File: config.mk
export PLATFORM = sky130hd
export DESIGN_NAME = armed_servo_deadman_controller
export DESIGN_NICKNAME = d
export VERILOG_FILES = /design/src/rtl/asdc_pkg.sv /design/src/rtl/asdc_cfg_regs.sv /design/src/rtl/asdc_core.sv /design/src/rtl/armed_servo_deadman_controller.sv
export SDC_FILE = /design/constraint.sdc
export NUM_CORES = 1
export LEC_CHECK = 0
export BUFFER_PORTS_ARGS = -buffer_cell sky130_fd_sc_hd__buf_2
export CELL_PAD_IN_SITES_DETAIL_PLACEMENT = 1
export CELL_PAD_IN_SITES_GLOBAL_PLACEMENT = 1
export CORE_AREA = 2 2 102 177
export DETAILED_ROUTE_END_ITERATION = 10
export DIE_AREA = 0 0 104 179
export GPL_TIMING_DRIVEN = 0
export HOLD_SLACK_MARGIN = 0.03
export PLACE_DENSITY = 0.81
export SYNTH_ARGS = -nofsm -noshare
export SYNTH_HDL_FRONTEND = slang
export SYNTH_SLANG_ARGS = --single-unit
File: constraint.sdc
create_clock -name clk_i -period 3.7 [get_ports clk_i]
set_input_delay 0.925 -clock clk_i [delete_from_list [all_inputs] [get_ports clk_i]]
set_output_delay 0.925 -clock clk_i [all_outputs]
set_load 0.05 [all_outputs]
File: src/rtl/asdc_pkg.sv
`timescale 1ns / 1ps

package asdc_pkg;

  // width of the command-age counter (8 to 32)
  localparam int unsigned AGE_WIDTH = 16;

  localparam int unsigned PulseW  = 16;
  localparam int unsigned CfgW    = 16;
  localparam int unsigned CfgIdxW = 2;
  localparam int unsigned RptW    = 16;

  localparam logic [CfgW-1:0] TimeoutRst  = 16'd200;
  localparam logic [CfgW-1:0] PulseMinRst = 16'd500;
  localparam logic [CfgW-1:0] PulseMaxRst = 16'd2500;
  localparam logic [RptW-1:0] RptMax      = 16'd65535;

  typedef enum logic [2:0] {
    CMD_ARM        = 3'd0,
    CMD_SAFE       = 3'd1,
    CMD_SET_PULSE  = 3'd2,
    CMD_KEEPALIVE  = 3'd3,
    CMD_UNKNOWN    = 3'd4,
    CMD_TICK       = 3'd5,
    CMD_CONNECT    = 3'd6,
    CMD_DISCONNECT = 3'd7
  } cmd_e;

  typedef enum logic [1:0] {
    MODE_DISARMED = 2'd0,
    MODE_ARMED    = 2'd1,
    MODE_FAULT    = 2'd2
  } mode_e;

  typedef enum logic [1:0] {
    ERR_CLEAR   = 2'd0,
    ERR_INVALID = 2'd1,
    ERR_DEADMAN = 2'd2
  } err_e;

  typedef enum logic [CfgIdxW-1:0] {
    CFG_TIMEOUT   = 2'd0,
    CFG_PULSE_MIN = 2'd1,
    CFG_PULSE_MAX = 2'd2
  } cfg_idx_e;

  typedef struct packed {
    logic [CfgW-1:0] timeout_ms;
    logic [CfgW-1:0] pulse_min_us;
    logic [CfgW-1:0] pulse_max_us;
  } cfg_t;

  typedef struct packed {
    cmd_e              cmd;
    logic [PulseW-1:0] req_width;
    logic              length_ok;
  } item_t;

  typedef struct packed {
    mode_e             mode;
    err_e              fault_code;
    logic              drive_update;
    logic [PulseW-1:0] drive_pulse_us;
    logic [RptW-1:0]   cmd_age_ms;
  } result_t;

endpackage

File: src/rtl/asdc_cfg_regs.sv
`timescale 1ns / 1ps

module asdc_cfg_regs (
  input  logic                            clk_i,
  input  logic                            rst_ni,
  input  logic                            cfg_we_i,
  input  logic [asdc_pkg::CfgIdxW-1:0]    cfg_idx_i,
  input  logic [asdc_pkg::CfgW-1:0]       cfg_data_i,
  output asdc_pkg::cfg_t                  cfg_o
);
  import asdc_pkg::*;

  cfg_t cfg_q, cfg_d;

  always_comb begin
    cfg_d = cfg_q;
    if (cfg_we_i) begin
      unique case (cfg_idx_e'(cfg_idx_i))
        CFG_TIMEOUT:   cfg_d.timeout_ms   = cfg_data_i;
        CFG_PULSE_MIN: cfg_d.pulse_min_us = cfg_data_i;
        CFG_PULSE_MAX: cfg_d.pulse_max_us = cfg_data_i;
        default:       cfg_d = cfg_q;
      endcase
    end
  end

  always_ff @(posedge clk_i or negedge rst_ni) begin
    if (!rst_ni) begin
      cfg_q.timeout_ms   <= TimeoutRst;
      cfg_q.pulse_min_us <= PulseMinRst;
      cfg_q.pulse_max_us <= PulseMaxRst;
    end else begin
      cfg_q <= cfg_d;
    end
  end

  assign cfg_o = cfg_q;

endmodule

File: src/rtl/asdc_core.sv
`timescale 1ns / 1ps

module asdc_core (
  input  logic              clk_i,
  input  logic              rst_ni,
  input  logic              step_i,
  input  asdc_pkg::item_t   item_i,
  input  asdc_pkg::cfg_t    cfg_i,
  output asdc_pkg::result_t res_o
);
  import asdc_pkg::*;

  localparam int unsigned AgeExtW = (AGE_WIDTH > RptW) ? AGE_WIDTH : RptW;
  localparam logic [AGE_WIDTH-1:0] AgeMax = {AGE_WIDTH{1'b1}};

  mode_e                mode_q, mode_d;
  err_e                 err_q, err_d;
  logic [AGE_WIDTH-1:0] age_q, age_d;
  logic                 age_vld_q, age_vld_d;

  logic [AGE_WIDTH-1:0] age_inc;
  logic [AgeExtW-1:0]   age_ext;
  logic [RptW-1:0]      age_rpt;
  logic [PulseW-1:0]    pulse_clamped;
  logic                 upd;
  logic [PulseW-1:0]    drv;

  // min is checked first: with crossed limits a width below min gets min, one above both gets max
  always_comb begin
    if (item_i.req_width < cfg_i.pulse_min_us) begin
      pulse_clamped = cfg_i.pulse_min_us;
    end else if (item_i.req_width > cfg_i.pulse_max_us) begin
      pulse_clamped = cfg_i.pulse_max_us;
    end else begin
      pulse_clamped = item_i.req_width;
    end
  end

  // saturating count only while the age is valid
  assign age_inc = (age_vld_q && age_q != AgeMax) ? age_q + 1'b1 : age_q;

  always_comb begin
    mode_d    = mode_q;
    err_d     = err_q;
    age_d     = age_q;
    age_vld_d = age_vld_q;
    upd       = 1'b0;
    drv       = '0;
    unique case (item_i.cmd)
      CMD_ARM: begin
        if (mode_q != MODE_ARMED) begin
          mode_d    = MODE_ARMED;
          err_d     = ERR_CLEAR;
          age_d     = '0;
          age_vld_d = 1'b1;
        end
      end
      CMD_SAFE: begin
        mode_d    = MODE_DISARMED;
        err_d     = ERR_CLEAR;
        age_d     = '0;
        age_vld_d = 1'b0;
        upd       = 1'b1;
      end
      CMD_SET_PULSE: begin
        if (item_i.length_ok && mode_q == MODE_ARMED) begin
          age_d     = '0;
          age_vld_d = 1'b1;
          upd       = 1'b1;
          drv       = pulse_clamped;
        end
      end
      CMD_KEEPALIVE: begin
        if (mode_q == MODE_ARMED) begin
          age_d     = '0;
          age_vld_d = 1'b1;
        end
      end
      CMD_UNKNOWN: begin
        err_d = ERR_INVALID;
      end
      CMD_TICK: begin
        age_d = age_inc;
      end
      CMD_CONNECT: begin
        mode_d    = MODE_DISARMED;
        err_d     = ERR_CLEAR;
        age_d     = '0;
        age_vld_d = 1'b0;
      end
      CMD_DISCONNECT: begin
        mode_d = MODE_FAULT;
        err_d  = ERR_CLEAR;
      end
      default: begin
        mode_d = mode_q;
      end
    endcase

    // deadman check uses the age after this tick
    age_ext = AgeExtW'(age_d);
    if (!age_vld_d) begin
      age_rpt = '0;
    end else if (age_ext > AgeExtW'(RptMax)) begin
      age_rpt = RptMax;
    end else begin
      age_rpt = age_ext[RptW-1:0];
    end

    if (item_i.cmd == CMD_TICK && mode_q == MODE_ARMED && age_rpt >= cfg_i.timeout_ms) begin
      mode_d = MODE_FAULT;
      err_d  = ERR_DEADMAN;
      upd    = 1'b1;
      drv    = '0;
    end
  end

  always_ff @(posedge clk_i or negedge rst_ni) begin
    if (!rst_ni) begin
      mode_q    <= MODE_DISARMED;
      err_q     <= ERR_CLEAR;
      age_q     <= '0;
      age_vld_q <= 1'b0;
    end else if (step_i) begin
      mode_q    <= mode_d;
      err_q     <= err_d;
      age_q     <= age_d;
      age_vld_q <= age_vld_d;
    end
  end

  assign res_o.mode           = mode_d;
  assign res_o.fault_code     = err_d;
  assign res_o.drive_update   = upd;
  assign res_o.drive_pulse_us = drv;
  assign res_o.cmd_age_ms     = age_rpt;

  a_invalid_age_zero : assert property (@(posedge clk_i) disable iff (!rst_ni)
    !age_vld_q |-> age_q == '0)
    else $error("age counter non-zero while invalid");

  a_armed_age_valid : assert property (@(posedge clk_i) disable iff (!rst_ni)
    mode_q == MODE_ARMED |-> age_vld_q)
    else $error("armed without a valid command age");

  a_disarm_clears : assert property (@(posedge clk_i) disable iff (!rst_ni)
    step_i && item_i.cmd == CMD_SAFE |=> mode_q == MODE_DISARMED && !age_vld_q)
    else $error("disarm did not clear mode and age");

  a_deadman_stops : assert property (@(posedge clk_i) disable iff (!rst_ni)
    step_i && item_i.cmd == CMD_TICK && mode_q == MODE_ARMED && mode_d == MODE_FAULT
    |-> upd && drv == '0 && err_d == ERR_DEADMAN)
    else $error("deadman fault without drive stop");

endmodule

File: src/rtl/armed_servo_deadman_controller.sv
`timescale 1ns / 1ps

// safety arm/disarm controller for one servo channel. each input item is one
// decoded command (in tuser) with its pulse payload (in tdata); every item
// gives exactly one result item carrying the mode, error code, drive write
// and command age after that command. an item enters an input register, the
// controller state is updated in one pass of compare-and-select logic, and
// the result lands in an output register, so one item is taken every clock
// cycle while the downstream is ready; its result is offered once it has passed
// the input register and then the output register. a full output register
// only stalls the input side when the downstream is not ready. the user must
// write the three limits through the plain config port while idle (unchecked).
module armed_servo_deadman_controller (
  input  logic                          clk_i,
  input  logic                          rst_ni,
  // config write port
  input  logic                          cfg_we_i,
  input  logic [asdc_pkg::CfgIdxW-1:0]  cfg_idx_i,
  input  logic [asdc_pkg::CfgW-1:0]     cfg_data_i,
  // command stream
  input  logic                          s_axis_tvalid,
  output logic                          s_axis_tready,
  input  logic [15:0]                   s_axis_tdata,  // [15:0] req_width
  input  logic [3:0]                    s_axis_tuser,  // [2:0] cmd, [3] length_ok
  // result stream
  output logic                          m_axis_tvalid,
  input  logic                          m_axis_tready,
  // [1:0] mode, [3:2] fault_code, [4] drive_update, [20:5] drive_pulse_us,
  // [36:21] cmd_age_ms, [39:37] zero
  output logic [39:0]                   m_axis_tdata
);
  import asdc_pkg::*;

  cfg_t    cfg;
  item_t   in_q, in_d;
  logic    in_vld_q;
  result_t res;
  result_t out_q;
  logic    out_vld_q;
  logic    advance;

  asdc_cfg_regs u_cfg (
    .clk_i      (clk_i),
    .rst_ni     (rst_ni),
    .cfg_we_i   (cfg_we_i),
    .cfg_idx_i  (cfg_idx_i),
    .cfg_data_i (cfg_data_i),
    .cfg_o      (cfg)
  );

  // an item moves on when the output register is free or being emptied
  assign advance       = in_vld_q && (!out_vld_q || m_axis_tready);
  assign s_axis_tready = !in_vld_q || advance;

  assign in_d.cmd       = cmd_e'(s_axis_tuser[2:0]);
  assign in_d.length_ok = s_axis_tuser[3];
  assign in_d.req_width = s_axis_tdata;

  // input register
  always_ff @(posedge clk_i or negedge rst_ni) begin
    if (!rst_ni) begin
      in_vld_q <= 1'b0;
    end else if (s_axis_tready) begin
      in_vld_q <= s_axis_tvalid;
    end
  end

  always_ff @(posedge clk_i) begin
    if (s_axis_tready && s_axis_tvalid) begin
      in_q <= in_d;
    end
  end

  asdc_core u_core (
    .clk_i  (clk_i),
    .rst_ni (rst_ni),
    .step_i (advance),
    .item_i (in_q),
    .cfg_i  (cfg),
    .res_o  (res)
  );

  // result register
  always_ff @(posedge clk_i or negedge rst_ni) begin
    if (!rst_ni) begin
      out_vld_q <= 1'b0;
    end else if (advance) begin
      out_vld_q <= 1'b1;
    end else if (m_axis_tready) begin
      out_vld_q <= 1'b0;
    end
  end

  always_ff @(posedge clk_i) begin
    if (advance) begin
      out_q <= res;
    end
  end

  assign m_axis_tvalid = out_vld_q;
  assign m_axis_tdata  = {3'b000, out_q.cmd_age_ms, out_q.drive_pulse_us,
                          out_q.drive_update, out_q.fault_code, out_q.mode};

endmodule

==> metrics.txt <==
Synth area leader edfxtp_1; Slew @ Worst Pin around 1.1 ns; CP Launch Type register; VDD IR-drop max roughly 0.29 mV; final net count a little under 900; die area between 15000 and 20000 sq um; CP Data Required Time between 3 and 4 ns; drt via density 5.676; Clock Path Buffers 2; CTS Root Cell clkbuf_16; H-tree depth 4; most frequent cells after synthesis dfrtp_1, edfxtp_1, nand2_1; dominant synthesized flop cell edfxtp_1; Final WS setup between 0.01 and 0.015 ns; # diodes 0; synth unique cells 64; unrepaired setup endpoints after global routing true; number of I/O port buffers ~80; Post-DP HPWL between 15000 and 20000 um; Num CTS Buffers 17; Die Ht between 150 and 200 um; post-layout min period approximately 3.7 ns; I/O pin cnt 85; Yosys warning total 0; First-pass DRT Iterations 5; Hold WC Path Type reg2reg; insertion delay to the later sink of the worst-skew pair around 0.44 ns; remaining global-route overflow 0; clock skew approximately 0.011 ns; number of synthesized flops with an enable pin 57; Synth Instances 648; Placer Congestion approximately 0.89; DRT antenna net count 0; drc violations 0; max-cap violations 0; #FFs+latches synth approximately 130; Max Transition Viols Final 0; Starting Density 0.4097; CP Capture Type register; CTS sink count 128; WL final about 23000 um; crit share post-route 0.9960; Final setup viols 0; largest net degree at the start of global routing approximately 70; critical path class reg2reg; total power approximately 4.7 mW; worst-path fanout max 7; mean post-synth cell area 10.94 sq um; num rows 64; status finished clean; Clk pin slew, worst setup/hold paths ~0.06 ns; wire per inst around 22 um; Die X between 100 and 150 um; fillcell total 1914; share of layout cells above drive strength 1 0.3838; GR Util All Layers 0.2459; final hold viol count 0; first-pass GRT wire length between 30000 and 40000 um; f_max 271.3 MHz; Area Growth Syn to Fin 26.13%; routed via count 5852; FFs w/ async S/R, synth 0.5547; number of global-route vias before repair 6357; post-synth top area share 0.2415; Rel. slew slack 0.2386; synth top area cells edfxtp_1, dfrtp_1, ha_1, mux2_2, dfstp_2; LEAKAGE approximately 3.8 nW; initial antenna violation count 0; CTS tree built; crit path DAT about 3.8 ns; sequential fraction of the synthesis area 0.4947; DR iter-0 viols ~280; dpl ws -1.146 ns; pwr/cell area around 530 nW/um^2; Core Region ~17000 sq um; synthesized area approximately 7100 sq um
-- final timing paths --
| check | from | end | slack, ns | cells past startpoint |
|---|---|---|---|---|
| setup reg to reg | u_core.age_q[9]$_DFFE_PN0P_ | m_axis_tdata[4]$_SDFFCE_PP1P_ | 0.01 | 15 |
| hold / removal | u_cfg.cfg_o[35]$_DFFE_PN1P_ | u_cfg.cfg_o[35]$_DFFE_PN1P_ | 0.51 | 2 |
| hold reg to reg | u_cfg.cfg_o[35]$_DFFE_PN1P_ | u_cfg.cfg_o[35]$_DFFE_PN1P_ | 0.51 | 2 |
| min in group asynchronous | rst_ni | u_cfg.cfg_o[9]$_DFFE_PN0P_ | 0.63 | 1 |
| setup / recovery | u_core.age_q[9]$_DFFE_PN0P_ | m_axis_tdata[4]$_SDFFCE_PP1P_ | 0.01 | 15 |
| max in group asynchronous | rst_ni | u_core.age_q[0]$_DFFE_PN0P_ | 2.39 | 1 |
-- per-stage QoR --
step	cells	area (sq um)	setup TNS [ns]	hold slack [ns]	utilization
final	1031	8939	0	0.5083	0.5168
after global routing	1031	8939	-0.7622	0.5356	0.5168
after CTS	1009	8700	0	0.5167	0.5030
after detailed placement	963	7812	-8.977	0.5053	0.4517
after global placement	962	7789	-14.99	0.4748	0.4503
after floorplan	650	7094	0	0.4572	-
-- layout make-up --
cell class	instances	area, sq um	area share
flip-flops and latches	128	3512	0.3929
multi-input cells	438	3473	0.3886
repair buffers	120	713.2	0.07979
clock buffers	18	450.4	0.05039
well taps	231	289.0	0.03233
inverters	53	200.2	0.02240
plain buffers	29	196.4	0.02198
clock inverters	14	103.9	0.01162
-- layout by cell type (no fill, tap or decap), types with 6 or more instances in the layout --
master / instances
clkbuf_1: 9
a211oi_2: 21
nor2_2: 16
clkbuf_16: 18
mux2i_1: 18
buf_2: 83
mux2_2: 33
dfrtp_1: 52
buf_4: 42
o21ai_0: 38
ha_1: 47
nor2_1: 31
dfstp_2: 14
and2_1: 6
inv_1: 50
nand3_1: 10
nor3_1: 7
edfxtp_1: 57
buf_6: 6
a31oi_1: 8
a21oi_1: 34
nand2_1: 53
nand4_1: 13
-- flip-flops by register name, indices dropped and copies added, names as in the netlist --
| register | count |
|---|---|
| u_cfg.cfg_o | 48 |
| m_axis_tdata | 37 |
| in_q | 20 |
| u_core.age_q | 16 |
| u_core.err_q | 2 |
| u_core.mode_q | 2 |
| in_vld_q | 1 |
| m_axis_tvalid | 1 |
| u_core.age_vld_q | 1 |
-- cells by family (layout without fill, tap and decap cells) --
logic type                 Yosys count  count (layout)  synth area share
AOI/OAI and AO/OA                  159             160            0.1607
adders and majority gates           48              48           0.08475
buffers and inverters               85             234           0.05279
DFF                                128             128            0.4947
muxes                               51              51           0.07786
other                                1               3         0.0005292
and+or+nand+nor                    176             176            0.1287
-- critical path, stage by stage (launching register included) --
cell and delay, ns:
dfrtp_2 0.42, and4_4 0.27, nand3_1 0.12, o31a_1 0.34
buf_6 0.15, nand4_1 0.12, nand2_1 0.09, a311oi_2 0.31
ha_1 0.31, a21o_1 0.17, a211oi_2 0.17, o21ai_1 0.08
o2111ai_1 0.12, o211ai_1 0.24, o21ai_4 0.29, o211ai_1 0.18
-- power by group --
part | total [mW] | internal, mW | switching [mW]
sequential | 1.82 | 1.68 | 0.137
clock | 1.60 | 0.904 | 0.700
combinational | 1.27 | 0.470 | 0.801
total | 4.69 | 3.05 | 1.64
-- per-layer routing --
| metal | GRT usage | share of wire | vias to the layer above |
|---|---|---|---|
| met2 | 0.4907 | 0.57 | 192 |
| met5 | 0 | 0 | - |
| met4 | 0.1543 | 0.054 | 0 |
| li1 | - | - | 2653 |
| met1 | 0.2254 | 0.34 | 2922 |
| met3 | 0.04507 | 0.035 | 85 |
-- what timing repair did --
| item | in CTS | in global routing |
|---|---|---|
| setup buffers | 15 | 23 |
| setup endpoints to repair | 9 | 9 |
| gates cloned | 1 | 0 |
| hold buffers | 0 | 0 |
| endpoints found under the hold margin | 0 | 0 |
| gates resized for setup | 55 | 18 |
| pin swaps | 15 | 15 |
Note: power is estimated with default switching activity, not from simulation.
